[src/sv/autoscale_plot_point_mapper_assert.svh]
// Assertion macros for the plot point mapper.
`ifndef AUTOSCALE_PLOT_POINT_MAPPER_ASSERT_SVH
`define AUTOSCALE_PLOT_POINT_MAPPER_ASSERT_SVH

// Overlapping implication, checked outside reset.
`define APM_ASSERT_NOW(label, clk, rst_n, ante, cons) \
    label: assert property (@(posedge clk) disable iff (!rst_n) (ante) |-> (cons)) \
        else $error("apm check failed");

// Implication checked in the following cycle.
`define APM_ASSERT_NEXT(label, clk, rst_n, ante, cons) \
    label: assert property (@(posedge clk) disable iff (!rst_n) (ante) |=> (cons)) \
        else $error("apm check failed");

`endif

[src/sv/apm_pkg.sv]
// Shared types and constants of the plot point mapper.
package apm_pkg;

    localparam int COORD_W = 16;
    localparam int CFG_W   = 12;
    localparam int NUM_W   = 28;
    localparam int QUO_W   = 12;
    localparam int PIX_W   = 13;

    localparam logic [1:0] REG_PLOT_WIDTH  = 2'd0;
    localparam logic [1:0] REG_PLOT_HEIGHT = 2'd1;
    localparam logic [1:0] REG_ORIGIN_X    = 2'd2;
    localparam logic [1:0] REG_ORIGIN_Y    = 2'd3;

    localparam logic [CFG_W-1:0] RST_PLOT_WIDTH  = 12'd500;
    localparam logic [CFG_W-1:0] RST_PLOT_HEIGHT = 12'd400;
    localparam logic [CFG_W-1:0] RST_ORIGIN_X    = 12'd100;
    localparam logic [CFG_W-1:0] RST_ORIGIN_Y    = 12'd450;

    // Data ranges of one closed set, handed from front to back.
    typedef struct packed {
        logic signed [COORD_W-1:0] xmin;
        logic signed [COORD_W-1:0] xmax;
        logic signed [COORD_W-1:0] ymin;
        logic signed [COORD_W-1:0] ymax;
    } job_t;

    typedef struct packed {
        logic plot_width_nz;
        logic ranking;
    } back_status_t;

endpackage

[src/sv/autoscale_plot_point_mapper.sv]
// Top level of the autoscaling plot point mapper.
// Points load one per cycle (start high, busy low). The point marked last_point
// closes the set; points past MAX_POINTS are dropped. The set is then rank
// sorted by x (stable): the set is handed over, all pairs are compared through
// two read ports of the point store and the last sorted write is made; with an
// idle back end, busy stays high from the closing transaction until that write.
// Each point then passes through a store read, a multiply and a 12-step divider
// per axis, both running in parallel, and appears on the result ports for
// exactly one cycle with result_valid; results cannot be held off. The next set
// may load while the previous one is being emitted; it is sorted once emission ends.
module autoscale_plot_point_mapper #(
    parameter int MAX_POINTS = 32
) (
    input  logic                                clk,
    input  logic                                rst_n,
    input  logic                                start,
    output logic                                busy,
    input  logic signed [apm_pkg::COORD_W-1:0]  x_value,
    input  logic signed [apm_pkg::COORD_W-1:0]  y_value,
    input  logic                                last_point,
    input  logic                                wr_en,
    input  logic [1:0]                          wr_index,
    input  logic [apm_pkg::CFG_W-1:0]           wr_data,
    output logic                                result_valid,
    output logic [apm_pkg::PIX_W-1:0]           pixel_x,
    output logic signed [apm_pkg::PIX_W-1:0]    pixel_y,
    output logic                                range_flat,
    output logic                                last_result
);

`include "autoscale_plot_point_mapper_assert.svh"

    localparam int AW = $clog2(MAX_POINTS);
    localparam int CW = $clog2(MAX_POINTS + 1);
    localparam int DW = 2 * apm_pkg::COORD_W;

    logic [apm_pkg::CFG_W-1:0] plot_width_reg;
    logic [apm_pkg::CFG_W-1:0] plot_height_reg;
    logic [apm_pkg::CFG_W-1:0] origin_x_reg;
    logic [apm_pkg::CFG_W-1:0] origin_y_reg;

    logic                  st_we;
    logic [AW-1:0]         st_waddr;
    logic [DW-1:0]         st_wdata;
    logic [AW-1:0]         raddr_a;
    logic [AW-1:0]         raddr_b;
    logic [DW-1:0]         rdata_a;
    logic [DW-1:0]         rdata_b;
    logic                  job_valid;
    apm_pkg::job_t         job;
    logic [CW-1:0]         job_count;
    logic                  pop;
    apm_pkg::back_status_t status;

    always_ff @(posedge clk or negedge rst_n)
    begin
        if (!rst_n)
        begin
            plot_width_reg  <= apm_pkg::RST_PLOT_WIDTH;
            plot_height_reg <= apm_pkg::RST_PLOT_HEIGHT;
            origin_x_reg    <= apm_pkg::RST_ORIGIN_X;
            origin_y_reg    <= apm_pkg::RST_ORIGIN_Y;
        end
        else if (wr_en)
        begin
            case (wr_index)
                apm_pkg::REG_PLOT_WIDTH:  plot_width_reg  <= wr_data;
                apm_pkg::REG_PLOT_HEIGHT: plot_height_reg <= wr_data;
                apm_pkg::REG_ORIGIN_X:    origin_x_reg    <= wr_data;
                apm_pkg::REG_ORIGIN_Y:    origin_y_reg    <= wr_data;
                default:                  plot_width_reg  <= plot_width_reg;
            endcase
        end
    end

    apm_front #(
        .MAX_POINTS (MAX_POINTS)
    ) u_front (
        .clk          (clk),
        .rst_n        (rst_n),
        .start        (start),
        .x_value      (x_value),
        .y_value      (y_value),
        .last_point   (last_point),
        .back_ranking (status.ranking),
        .pop          (pop),
        .busy         (busy),
        .st_we        (st_we),
        .st_waddr     (st_waddr),
        .st_wdata     (st_wdata),
        .job_valid    (job_valid),
        .job          (job),
        .job_count    (job_count)
    );

    // Two copies of the point store give two read ports.
    apm_ram #(
        .WIDTH (DW),
        .DEPTH (MAX_POINTS)
    ) u_store_a (
        .clk   (clk),
        .we    (st_we),
        .waddr (st_waddr),
        .wdata (st_wdata),
        .raddr (raddr_a),
        .rdata (rdata_a)
    );

    apm_ram #(
        .WIDTH (DW),
        .DEPTH (MAX_POINTS)
    ) u_store_b (
        .clk   (clk),
        .we    (st_we),
        .waddr (st_waddr),
        .wdata (st_wdata),
        .raddr (raddr_b),
        .rdata (rdata_b)
    );

    apm_back #(
        .MAX_POINTS (MAX_POINTS)
    ) u_back (
        .clk          (clk),
        .rst_n        (rst_n),
        .job_valid    (job_valid),
        .job          (job),
        .job_count    (job_count),
        .pop          (pop),
        .status       (status),
        .raddr_a      (raddr_a),
        .raddr_b      (raddr_b),
        .rdata_a      (rdata_a),
        .rdata_b      (rdata_b),
        .plot_width   (plot_width_reg),
        .plot_height  (plot_height_reg),
        .origin_x     (origin_x_reg),
        .origin_y     (origin_y_reg),
        .result_valid (result_valid),
        .pixel_x      (pixel_x),
        .pixel_y      (pixel_y),
        .range_flat   (range_flat),
        .last_result  (last_result)
    );

    // The store is never written while the back end is sorting out of it.
    `APM_ASSERT_NOW(a_no_write_in_sort, clk, rst_n, st_we, !status.ranking)
    // A closing transaction locks the input until the set is sorted.
    `APM_ASSERT_NEXT(a_close_busy, clk, rst_n, start && !busy && last_point, busy)
    // Results of one set are spaced by the per-point pipeline.
    `APM_ASSERT_NEXT(a_result_gap, clk, rst_n, result_valid, !result_valid)
    // Zero plot width puts every result on the origin column.
    `APM_ASSERT_NOW(a_zero_width, clk, rst_n,
        result_valid && !status.plot_width_nz && !$past(wr_en),
        pixel_x == {1'b0, origin_x_reg})

endmodule

[src/sv/apm_ram.sv]
// Generic single write, single read RAM with registered read data.
module apm_ram #(
    parameter int WIDTH = 32,
    parameter int DEPTH = 32
) (
    input  logic                     clk,
    input  logic                     we,
    input  logic [$clog2(DEPTH)-1:0] waddr,
    input  logic [WIDTH-1:0]         wdata,
    input  logic [$clog2(DEPTH)-1:0] raddr,
    output logic [WIDTH-1:0]         rdata
);

    logic [WIDTH-1:0] mem [DEPTH];
    logic [WIDTH-1:0] rdata_reg;

    always_ff @(posedge clk)
    begin
        if (we)
        begin
            mem[waddr] <= wdata;
        end
        rdata_reg <= mem[raddr];
    end

    assign rdata = rdata_reg;

endmodule

[src/sv/apm_div.sv]
// Restoring divider, one quotient bit per cycle; quotient known to fit QUO_W bits.
module apm_div (
    input  logic                          clk,
    input  logic                          rst_n,
    input  logic                          start,
    input  logic [apm_pkg::NUM_W-1:0]     num,
    input  logic [apm_pkg::COORD_W-1:0]   den,
    output logic                          done,
    output logic [apm_pkg::QUO_W-1:0]     quo
);

    localparam int QW = apm_pkg::QUO_W;
    localparam int DW = apm_pkg::COORD_W;
    localparam int CW = $clog2(QW + 1);

    logic [DW-1:0] rem_reg;
    logic [QW-1:0] sh_reg;
    logic [CW-1:0] cnt_reg;
    logic          run_reg;
    logic          done_reg;
    logic [DW:0]   trial;
    logic          ge;
    logic [DW:0]   diff;

    assign trial = {rem_reg, sh_reg[QW-1]};
    assign ge    = trial >= {1'b0, den};
    assign diff  = trial - {1'b0, den};

    always_ff @(posedge clk or negedge rst_n)
    begin
        if (!rst_n)
        begin
            run_reg  <= 1'b0;
            done_reg <= 1'b0;
            cnt_reg  <= '0;
        end
        else
        begin
            done_reg <= 1'b0;
            if (start)
            begin
                run_reg <= 1'b1;
                cnt_reg <= CW'(QW);
            end
            else if (run_reg)
            begin
                cnt_reg <= cnt_reg - 1'b1;
                if (cnt_reg == CW'(1))
                begin
                    run_reg  <= 1'b0;
                    done_reg <= 1'b1;
                end
            end
        end
    end

    always_ff @(posedge clk)
    begin
        if (start)
        begin
            rem_reg <= num[apm_pkg::NUM_W-1:QW];
            sh_reg  <= num[QW-1:0];
        end
        else if (run_reg)
        begin
            rem_reg <= ge ? diff[DW-1:0] : trial[DW-1:0];
            sh_reg  <= {sh_reg[QW-2:0], ge};
        end
    end

    assign done = done_reg;
    assign quo  = sh_reg;

endmodule

[src/sv/apm_front.sv]
// Front end: takes points, fills the point store, tracks ranges, posts a job slot.
module apm_front #(
    parameter int MAX_POINTS = 32
) (
    input  logic                                clk,
    input  logic                                rst_n,
    input  logic                                start,
    input  logic signed [apm_pkg::COORD_W-1:0]  x_value,
    input  logic signed [apm_pkg::COORD_W-1:0]  y_value,
    input  logic                                last_point,
    input  logic                                back_ranking,
    input  logic                                pop,
    output logic                                busy,
    output logic                                st_we,
    output logic [$clog2(MAX_POINTS)-1:0]       st_waddr,
    output logic [2*apm_pkg::COORD_W-1:0]       st_wdata,
    output logic                                job_valid,
    output apm_pkg::job_t                       job,
    output logic [$clog2(MAX_POINTS+1)-1:0]     job_count
);

    localparam int CW = $clog2(MAX_POINTS + 1);

    logic [CW-1:0]      count_reg;
    apm_pkg::job_t      rng_reg;
    apm_pkg::job_t      rng_next;
    logic               slot_valid_reg;
    apm_pkg::job_t      slot_reg;
    logic [CW-1:0]      slot_count_reg;
    logic               accept;
    logic               store;
    logic               first;

    assign busy   = slot_valid_reg || back_ranking;
    assign accept = start && !busy;
    assign store  = accept && (count_reg < CW'(MAX_POINTS));
    assign first  = count_reg == '0;

    always_comb
    begin
        rng_next = rng_reg;
        if (store)
        begin
            if (first || x_value < rng_reg.xmin) rng_next.xmin = x_value;
            if (first || x_value > rng_reg.xmax) rng_next.xmax = x_value;
            if (first || y_value < rng_reg.ymin) rng_next.ymin = y_value;
            if (first || y_value > rng_reg.ymax) rng_next.ymax = y_value;
        end
    end

    always_ff @(posedge clk or negedge rst_n)
    begin
        if (!rst_n)
        begin
            count_reg      <= '0;
            slot_valid_reg <= 1'b0;
        end
        else
        begin
            if (pop)
            begin
                slot_valid_reg <= 1'b0;
            end
            if (accept && last_point)
            begin
                count_reg      <= '0;
                slot_valid_reg <= 1'b1;
            end
            else if (store)
            begin
                count_reg <= count_reg + 1'b1;
            end
        end
    end

    always_ff @(posedge clk)
    begin
        rng_reg <= rng_next;
        if (accept && last_point)
        begin
            slot_reg       <= rng_next;
            slot_count_reg <= store ? count_reg + 1'b1 : count_reg;
        end
    end

    assign st_we     = store;
    assign st_waddr  = count_reg[$clog2(MAX_POINTS)-1:0];
    assign st_wdata  = {x_value, y_value};
    assign job_valid = slot_valid_reg;
    assign job       = slot_reg;
    assign job_count = slot_count_reg;

endmodule

[src/sv/apm_back.sv]
// Back end: rank sort into a second store, then scale and emit each point.
module apm_back #(
    parameter int MAX_POINTS = 32
) (
    input  logic                                clk,
    input  logic                                rst_n,
    input  logic                                job_valid,
    input  apm_pkg::job_t                       job,
    input  logic [$clog2(MAX_POINTS+1)-1:0]     job_count,
    output logic                                pop,
    output apm_pkg::back_status_t               status,
    output logic [$clog2(MAX_POINTS)-1:0]       raddr_a,
    output logic [$clog2(MAX_POINTS)-1:0]       raddr_b,
    input  logic [2*apm_pkg::COORD_W-1:0]       rdata_a,
    input  logic [2*apm_pkg::COORD_W-1:0]       rdata_b,
    input  logic [apm_pkg::CFG_W-1:0]           plot_width,
    input  logic [apm_pkg::CFG_W-1:0]           plot_height,
    input  logic [apm_pkg::CFG_W-1:0]           origin_x,
    input  logic [apm_pkg::CFG_W-1:0]           origin_y,
    output logic                                result_valid,
    output logic [apm_pkg::PIX_W-1:0]           pixel_x,
    output logic signed [apm_pkg::PIX_W-1:0]    pixel_y,
    output logic                                range_flat,
    output logic                                last_result
);

    localparam int AW = $clog2(MAX_POINTS);
    localparam int CW = $clog2(MAX_POINTS + 1);
    localparam int XW = apm_pkg::COORD_W;
    localparam int NW = apm_pkg::NUM_W;
    localparam int PW = apm_pkg::PIX_W;

    typedef enum logic [2:0] {
        S_IDLE,
        S_RANK,
        S_DRAIN,
        S_READ,
        S_MUL,
        S_DIV
    } state_t;

    state_t         state_reg;
    logic [CW-1:0]  n_reg;
    apm_pkg::job_t  rng_reg;
    logic [AW-1:0]  i_reg;
    logic [AW-1:0]  j_reg;
    logic [AW-1:0]  k_reg;
    logic           d_v_reg;
    logic [AW-1:0]  di_reg;
    logic [AW-1:0]  dj_reg;
    logic           dlast_reg;
    logic [AW-1:0]  rank_reg;
    logic           result_valid_reg;
    logic [PW-1:0]  pixel_x_reg;
    logic [PW-1:0]  pixel_y_reg;
    logic           range_flat_reg;
    logic           last_result_reg;

    logic [AW-1:0]  nm1;
    logic signed [XW-1:0] xa;
    logic signed [XW-1:0] xb;
    logic           less;
    logic [AW-1:0]  rank_sum;
    logic           srt_we;
    logic [2*XW-1:0] srt_rdata;
    logic [XW:0]    xr;
    logic [XW:0]    yr;
    logic           xflat;
    logic           yflat;
    logic [XW:0]    dx;
    logic [XW:0]    dy;
    logic [NW-1:0]  num_x;
    logic [NW-1:0]  num_y;
    logic           div_start;
    logic           done_x;
    logic           done_y;
    logic [apm_pkg::QUO_W-1:0] quo_x;
    logic [apm_pkg::QUO_W-1:0] quo_y;
    logic [apm_pkg::QUO_W-1:0] offx;
    logic [apm_pkg::QUO_W-1:0] offy;

    assign nm1 = AW'(n_reg - 1'b1);

    // Rank of element di: smaller x anywhere, or equal x at a lower index.
    assign xa       = rdata_a[2*XW-1:XW];
    assign xb       = rdata_b[2*XW-1:XW];
    assign less     = (xb < xa) || ((xb == xa) && (dj_reg < di_reg));
    assign rank_sum = rank_reg + AW'(less);
    assign srt_we   = d_v_reg && dlast_reg;

    assign raddr_a = i_reg;
    assign raddr_b = j_reg;

    apm_ram #(
        .WIDTH (2 * XW),
        .DEPTH (MAX_POINTS)
    ) u_sorted (
        .clk   (clk),
        .we    (srt_we),
        .waddr (rank_sum),
        .wdata (rdata_a),
        .raddr (k_reg),
        .rdata (srt_rdata)
    );

    assign xr    = {rng_reg.xmax[XW-1], rng_reg.xmax} - {rng_reg.xmin[XW-1], rng_reg.xmin};
    assign yr    = {rng_reg.ymax[XW-1], rng_reg.ymax} - {rng_reg.ymin[XW-1], rng_reg.ymin};
    assign xflat = xr == '0;
    assign yflat = yr == '0;
    assign dx    = {srt_rdata[2*XW-1], srt_rdata[2*XW-1:XW]} -
                   {rng_reg.xmin[XW-1], rng_reg.xmin};
    assign dy    = {srt_rdata[XW-1], srt_rdata[XW-1:0]} -
                   {rng_reg.ymin[XW-1], rng_reg.ymin};
    assign num_x = NW'(dx[XW-1:0] * plot_width);
    assign num_y = NW'(dy[XW-1:0] * plot_height) + NW'(yr[XW-1:0] - 1'b1);
    assign div_start = state_reg == S_MUL;

    apm_div u_div_x (
        .clk   (clk),
        .rst_n (rst_n),
        .start (div_start),
        .num   (num_x),
        .den   (xr[XW-1:0]),
        .done  (done_x),
        .quo   (quo_x)
    );

    apm_div u_div_y (
        .clk   (clk),
        .rst_n (rst_n),
        .start (div_start),
        .num   (num_y),
        .den   (yr[XW-1:0]),
        .done  (done_y),
        .quo   (quo_y)
    );

    assign offx = xflat ? '0 : quo_x;
    assign offy = yflat ? '0 : quo_y;

    assign pop = (state_reg == S_IDLE) && job_valid;

    always_ff @(posedge clk or negedge rst_n)
    begin
        if (!rst_n)
        begin
            state_reg        <= S_IDLE;
            i_reg            <= '0;
            j_reg            <= '0;
            k_reg            <= '0;
            d_v_reg          <= 1'b0;
            rank_reg         <= '0;
            result_valid_reg <= 1'b0;
        end
        else
        begin
            result_valid_reg <= 1'b0;
            if (d_v_reg)
            begin
                rank_reg <= dlast_reg ? '0 : rank_sum;
            end
            case (state_reg)
                S_IDLE:
                begin
                    d_v_reg <= 1'b0;
                    if (job_valid)
                    begin
                        state_reg <= S_RANK;
                        i_reg     <= '0;
                        j_reg     <= '0;
                        rank_reg  <= '0;
                    end
                end
                S_RANK:
                begin
                    d_v_reg <= 1'b1;
                    if (j_reg == nm1)
                    begin
                        j_reg <= '0;
                        if (i_reg == nm1)
                        begin
                            state_reg <= S_DRAIN;
                        end
                        else
                        begin
                            i_reg <= i_reg + 1'b1;
                        end
                    end
                    else
                    begin
                        j_reg <= j_reg + 1'b1;
                    end
                end
                S_DRAIN:
                begin
                    d_v_reg   <= 1'b0;
                    k_reg     <= '0;
                    state_reg <= S_READ;
                end
                S_READ:
                begin
                    state_reg <= S_MUL;
                end
                S_MUL:
                begin
                    state_reg <= S_DIV;
                end
                S_DIV:
                begin
                    if (done_x && done_y)
                    begin
                        result_valid_reg <= 1'b1;
                        if (k_reg == nm1)
                        begin
                            state_reg <= S_IDLE;
                        end
                        else
                        begin
                            k_reg     <= k_reg + 1'b1;
                            state_reg <= S_READ;
                        end
                    end
                end
                default:
                begin
                    state_reg <= S_IDLE;
                end
            endcase
        end
    end

    always_ff @(posedge clk)
    begin
        if (pop)
        begin
            n_reg   <= job_count;
            rng_reg <= job;
        end
        di_reg    <= i_reg;
        dj_reg    <= j_reg;
        dlast_reg <= j_reg == nm1;
        if (state_reg == S_DIV && done_x && done_y)
        begin
            pixel_x_reg     <= {1'b0, origin_x} + {1'b0, offx};
            pixel_y_reg     <= {1'b0, origin_y} - {1'b0, offy};
            range_flat_reg  <= xflat || yflat;
            last_result_reg <= k_reg == nm1;
        end
    end

    assign status.ranking       = (state_reg == S_RANK) || (state_reg == S_DRAIN);
    assign status.plot_width_nz = plot_width != '0;

    assign result_valid = result_valid_reg;
    assign pixel_x      = pixel_x_reg;
    assign pixel_y      = pixel_y_reg;
    assign range_flat   = range_flat_reg;
    assign last_result  = last_result_reg;

endmodule

[config.mk]
export PLATFORM = sky130hd
export DESIGN_NAME = autoscale_plot_point_mapper
export DESIGN_NICKNAME = d
export VERILOG_FILES = /design/src/sv/apm_pkg.sv /design/src/sv/autoscale_plot_point_mapper.sv /design/src/sv/apm_ram.sv /design/src/sv/apm_div.sv /design/src/sv/apm_front.sv /design/src/sv/apm_back.sv
export VERILOG_INCLUDE_DIRS = /design/src /design/src/sv
export SDC_FILE = /design/constraint.sdc
export NUM_CORES = 2
export LEC_CHECK = 0
export BUFFER_PORTS_ARGS = -buffer_cell sky130_fd_sc_hd__buf_2
export CAP_MARGIN = 10
export CORE_MARGIN = 4
export CORE_UTILIZATION = 59
export CTS_BUF_LIST = sky130_fd_sc_hd__clkbuf_2
export DETAILED_ROUTE_END_ITERATION = 6
export PLACE_DENSITY = 0.75
export SLEW_MARGIN = 20
export SYNTH_ARGS = -nofsm -noshare
export SYNTH_HDL_FRONTEND = slang
export SYNTH_SLANG_ARGS = --single-unit
[constraint.sdc]
create_clock -name clk -period 8.9 [get_ports clk]
set_input_delay 0.89 -clock clk [delete_from_list [all_inputs] [get_ports clk]]
set_output_delay 0.89 -clock clk [all_outputs]
set_load 0.01 [all_outputs]
* Yosys cells after proc, flatten, opt, wreduce, memory -nomap -nowiden
Memories as Yosys holds them, arrays and structs flattened. A register that Yosys moved wholly into a read port is not among the register bits.
Cells that the tools add are included.
** Word-level totals
- Register bits :: 389
- Memories :: 3
- Bits of input ports :: 51
- Word-level logic and storage cells :: 197
- Bits in writable memories :: 3072
- Output and inout bits :: 30
** Memory list
- u_back.u_sorted.mem :: depth 32, width 32, read ports 1, clocked after memory_dff 1, wr ports 1, line apm_ram.sv:14 : logic [WIDTH-1:0] mem [DEPTH];
- u_store_a.mem :: depth 32, width 32, read ports 1, clocked after memory_dff 1, wr ports 1, line apm_ram.sv:14
- u_store_b.mem :: depth 32, width 32, read ports 1, clocked after memory_dff 1, wr ports 1, line apm_ram.sv:14
** Cells by class
- Add/subtract/negate cells :: 18
- Reductions and logical operators :: 38
- Muxes and demuxes :: 63
- Order comparisons :: 9
- $mul :: 2
- Eq/ne operators :: 20
** Operators with widths (number)
- $mux 16 :: 10
- $mux 12 :: 6
- $mux 64 :: 1
- $sub 16x16->16 :: 4
- $mul 16x12->28 :: 2
- $mux 5 :: 10
- $lt 16x16->1 :: 3
- $ge 17x16->1 :: 2
- $logic_not 17->1 :: 2
- $sub 16x16->17 :: 2
- $gt 16x16->1 :: 2
- $pmux 5 s2 :: 3
- $add 28x28->28 :: 1
- $mux 1 :: 20
- $pmux 3 s6 :: 1
- $sub 16x1->17 const B :: 1
- $eq 16x16->1 :: 1
- $mux 4 :: 4
- $add 5x1->5 const B :: 3
- $eq 5x5->1 :: 3
- $add 12x12->13 :: 1
- $sub 12x12->13 :: 1
- $mux 3 :: 4
- $mux 6 :: 2
- 27 further kinds :: 61

* Logic depth before layout (Yosys ltp)
- Depth after elaboration :: 8
- Gate-level depth with buffers :: 37

* Hierarchy
From an unflattened synthesis, not the netlist that was laid out.
** Unflattened totals
- Cell total of the unflattened synthesis :: 10596
- Area, all modules :: 158349.4 µm²
** By module, submodules not included
- apm_ram at u_store_a ... :: times used 2, area an instance 40485.1 µm², seq. area each 31390.1 µm², cells each 2260
- apm_ram at u_back.u_sorted :: times used 1, area an instance 40492.6 µm², seq. area each 31390.1 µm², cells each 2260
- apm_back :: times used 1, area an instance 22397.7 µm², seq. area each 3758.6 µm², cells each 2462
- apm_front :: times used 1, area an instance 7452.1 µm², seq. area each 3558.4 µm², cells each 694
- apm_div :: times used 2, area an instance 2607.5 µm², seq. area each 991.0 µm², cells each 278
- autoscale_plot_point_mapper :: times used 1, area an instance 1821.7 µm², seq. area each 1221.2 µm², cells each 104

* Worst setup path after synthesis
Ideal clock, no wire load.
- Path type :: register to register
- Start :: reg u_back.rng_reg[16] (netlist name)
- End :: reg u_back.u_div_y.rem_reg[15] (data pin)
- Arrival :: 7496 ps
- Cell stages (with the launch flop) :: 36
- Slack :: 1149 ps
- Setup time :: 255 ps
- Cell sequence :: edfxtp_1 -> ha_1 -> inv_1 -> fa_1 -> a21o_1 -> a21oi_1 -> o21ai_0 -> a21oi_1 -> o21bai_1 -> a21oi_1 -> o211ai_1 -> a31o_2 -> a21oi_1 -> xnor2_1 -> and2_1 -> fa_1 -> inv_1 -> fa_1 -> inv_1 -> fa_1 -> fa_1 -> inv_1 -> fa_1 -> inv_1 -> ha_1 -> a21o_1 -> a21o_1 -> a21o_1 -> a311o_1 -> a41oi_1 -> o21ai_0 -> nand4_1 -> a41oi_1 -> xnor2_1 -> o22ai_1 -> a31o_1
** Between the ends
- Word-level cells in the longest chain between the ends :: 5
- Elaborated cells between the ends (all ways) :: 10
- Those cells by class :: add/sub (5); mul (1); order compare (1); mux (3)
** RTL lines
- start, declared :: line apm_back.sv:44 : apm_pkg::job_t rng_reg;
- start signal, assigned :: line apm_back.sv:237 : rng_reg <= job;
- branches (longest 4 deep; another with $mul 16x12->28)
- $mux 16 * :: line apm_div.sv:59 : if (start)
- end signal, assigned :: line apm_div.sv:61 : rem_reg <= num[apm_pkg::NUM_W-1:QW];
- end signal, assigned :: line apm_div.sv:66 : rem_reg <= ge ? diff[DW-1:0] : trial[DW-1:0];
- end, declared :: line apm_div.sv:16 : logic [DW-1:0] rem_reg;
Every way passes the cells marked *. The select of a mux whose other input is x is not followed.
A chain may end at the register's enable or synchronous reset.

* Worst setup path in the final report
- Start :: reg u_back.rng_reg[17] (netlist name)
- End :: reg u_back.u_div_y.rem_reg[14] (data pin)
The elaborated chain is that of the path after synthesis.

==> run_results.csv <==
group,metric,value,unit
synthesis,synth-seq-cells,2517,
clock_network,cts_sinks,2517,
drt,drtIter0Drc,7442,
critical_path,r2r_start,"u_back.rng_reg[17]",
drt,drtPass1Iterations,6,
final_layout,nets,8228,
clock_network,cts_buffers,629,
clock_network,htreeDepth,6,
final_layout,drive_gt1_share,29.6,%
sta,period_share,94.8,%
placed_design,dpl.hpwl,175000,um
global_route,grt_pass1_wl,433000,um
final_layout,area_growth_syn_to_layout,9.59,%
drt,avgRoutedWirePerCell,27.4,um
sta,max_clock_freq,118,MHz
critical_path,rr_worst_depth,31,
sta,rsz0062_at_grt,"true",
placed_design,io_buffers,80,
clock_network,clkLatencyLatePin,1.95,ns
synthesis,syn_inst,6832,
drt,detail_route.vias_per_cell,6.21,
clock_network,cts-root-buf,"clkbuf_2",
final_layout,reg_top3,"u_back.u_sorted.mem (1024), u_store_a.mem (736), u_store_b.mem (288)",
critical_path,crit_fanout,5,
floorplanning,dieArea,207000,um2
sta,final_hold_viol_count,0,
clock_network,cts_buffer_depth,4,
global_route,grt_overflow,0,
synthesis,yosys.area.top_type_share,57.8,%
synthesis,synth_area,118000,um2
critical_path,cp-end-kind,"flip-flop",
synthesis,yosys_warnings,0,
critical_path,crit_arrival,10.00,ns
worst_hold_path,min_path_cells,3,
critical_path,crit_top_cell,"fa_1",
synthesis,synth-edff-count,2270,
placed_design,gp_congestion,0.887,
sta,finalMaxSlewViolations,0,
synthesis,syn-num-nets,7538,
global_route,track_usage,28.6,%
power,fin_total_pwr,29.7,mW
floorplanning,fp.coreArea,198000,um2
power,leakagePower,45.9,nW
drt,ant_nets,0,
final_layout,largest_reg_flops,1024,
critical_path,critPathKind,"reg -> reg",
drt,vias,66100,
synthesis,synth_area_leaders,"edfxtp_1 (58%), mux4_2 (15%), fa_1 (5.3%)",
synthesis,synth_ff_type,"edfxtp_1",
clock_network,cts_setup_buffers,0,
floorplanning,rows,163,
drt,drc,0,
clock_network,tritoncts,"built",
sta,worst_slew_pin_slew,1.28,ns
sta,skew,0.215,ns
final_layout,utilization,65.3,%
synthesis,synth_top_area_cell,"edfxtp_1",
critical_path,timing.rr.end,"u_back.u_div_y.rem_reg[14]",
run,max_cap_violations,0,
sta,hold_ws,0.196,ns
global_route,grt_pass1_vias,68400,
floorplanning,die_y,455,um
critical_path,cp_slowest_cell,"fa_1",
sta,finalSetupTns,0,ns
critical_path,start_kind,"flip-flop",
power,worst_ir_drop_vdd,0.599,mV
floorplanning,initial_core_util,59.6,%
global_route,antenna_found_initial,21,
critical_path,regToRegSetupSlack,0.46,ns
synthesis,postSynthAreaPerCell,17.3,um2
worst_hold_path,hold_end,"u_store_a.mem[0][25]",
global_route,grt_max_degree,132,
synthesis,synthArstFlopShare,3.66,%
floorplanning,dieWidth,455,um
sta,relSlewSlack,14.9,%
power,powerDensity,230,nW/um2
worst_hold_path,hp-start,"x_value[9]",
synthesis,ys_seq_area_share,62.4,%
run_status,status,"completed",
critical_path,cp.required,10.46,ns
synthesis,synth_cell_types,97,
drt,route.final.wire_length,291000,um
floorplanning,ios,81,
final_layout,top_register,"u_back.u_sorted.mem",
clock_network,clk_pin_slew_worst_paths,0.13,ns
critical_path,crit_path_max_incr_delay,0.60,ns
worst_hold_path,hp-class,"in -> reg",
sta,fin_crit,8.44,ns
sta,setup_viol,0,
routing by layer:
| metal | track usage (%) | part of all wire (%) | vias to the layer above | wire (um) |
|---|---|---|---|---|
| li1 | - | - | 28000 | - |
| met2 | 46.3 | 49 | 3617 | 143000 |
| met4 | 10.7 | 3.5 | 6 | 10100 |
| met5 | 0.161 | 0.022 | - | 64 |
| met1 | 39.2 | 38 | 33800 | 110000 |
| met3 | 5.75 | 9.6 | 618 | 27900 |
final cells by class:
class | instances | area [um2]
Sequential cell | 2517 | 73600
Fill cell | 13600 | 68700
Multi-Input combinational cell | 3414 | 41600
Clock buffer | 922 | 4610
Tap cell | 2640 | 3300
Timing Repair Buffer | 361 | 2910
Inverter | 599 | 2250
Clock inverter | 168 | 1000
Antenna cell | 19 | 47.5
power breakdown:
group          leakage [nW]  internal, mW  switching (mW)
sequential             22.2          12.8           0.145
clock                  4.33          3.11            4.60
combinational          19.3          3.73            5.33
worst max-delay path, delay by kind of cell (launching register included):
family,cells,cell delay [ns]
muxes,1,0.08
AOI/OAI and AO/OA,12,2.80
DFF,1,0.39
and+or+nand+nor,5,0.87
xor gates and xnor gates,2,0.73
adders and majority gates,7,3.16
buffers and inverters,4,0.25
per-stage QoR:
step                instances  setup WS [ns]  cell area (um2)
floorplan                6832           1.15           118000
global placement         9411          0.373           122000
detailed placement       9411          0.275           122000
CTS                     10600          0.346           129000
global route            10600        -0.0382           129000
finish                  10600          0.460           129000
how the worst max path moves through the flow:
stage | from | endpoint | slack (ns) | cells after the start
floorplan | u_back.rng_reg[16] | u_back.u_div_y.rem_reg[15] | 1.15 | 35
global placement | u_back.rng_reg[17] | u_back.u_div_y.rem_reg[15] | 0.37 | 33
detailed placement | u_back.rng_reg[17] | u_back.u_div_y.rem_reg[15] | 0.27 | 33
CTS | u_back.rng_reg[17] | u_back.u_div_y.rem_reg[15] | 0.35 | 33
global route | u_back.rng_reg[17] | u_back.u_div_y.rem_reg[15] | -0.04 | 33
finish | u_back.rng_reg[17] | u_back.u_div_y.rem_reg[14] | 0.46 | 31
cells in the final DEF (no fill, tap or decap), drive strengths merged, types with 155 or more instances in the layout:
master / n
edfxtp: 2270
clkbuf: 922
mux4: 800
inv: 617
nand2: 376
ha: 341
fa: 314
buf: 246
nor2: 225
mux2: 195
and2: 159
dfxtp: 155
Yosys cell counts (all sizes together), types with 30 or more instances:
cell / number
edfxtp: 2270
mux4: 800
inv: 598
nand2: 376
ha: 341
fa: 314
nor2: 225
clkbuf: 224
mux2: 195
and2: 159
dfxtp: 155
o21ai: 126
a21oi: 118
xnor2: 116
buf: 78
dfrtp: 76
a21o: 71
xor2: 62
nor2b: 48
nor3: 47
nand2b: 43
nand3: 40
o21a: 30
cells by family after synthesis:
family	share of synthesized area, %
adder cells (fa/ha/maj)	9.00
AND/OR/NAND/NOR	4.38
flip-flops	62.4
buffers and inverters	2.89
AO/OA/AOI/OAI	2.75
XOR/XNOR	1.34
multiplexers	17.3
repair_timing:
item,4_1_cts,5_1_grt
hold endpoints to repair,1333,0
endpoints found under the setup margin,0,3
hold buffers,119,0
resized for setup,0,6
No activity file was read; power rests on OpenSTA's default activity.
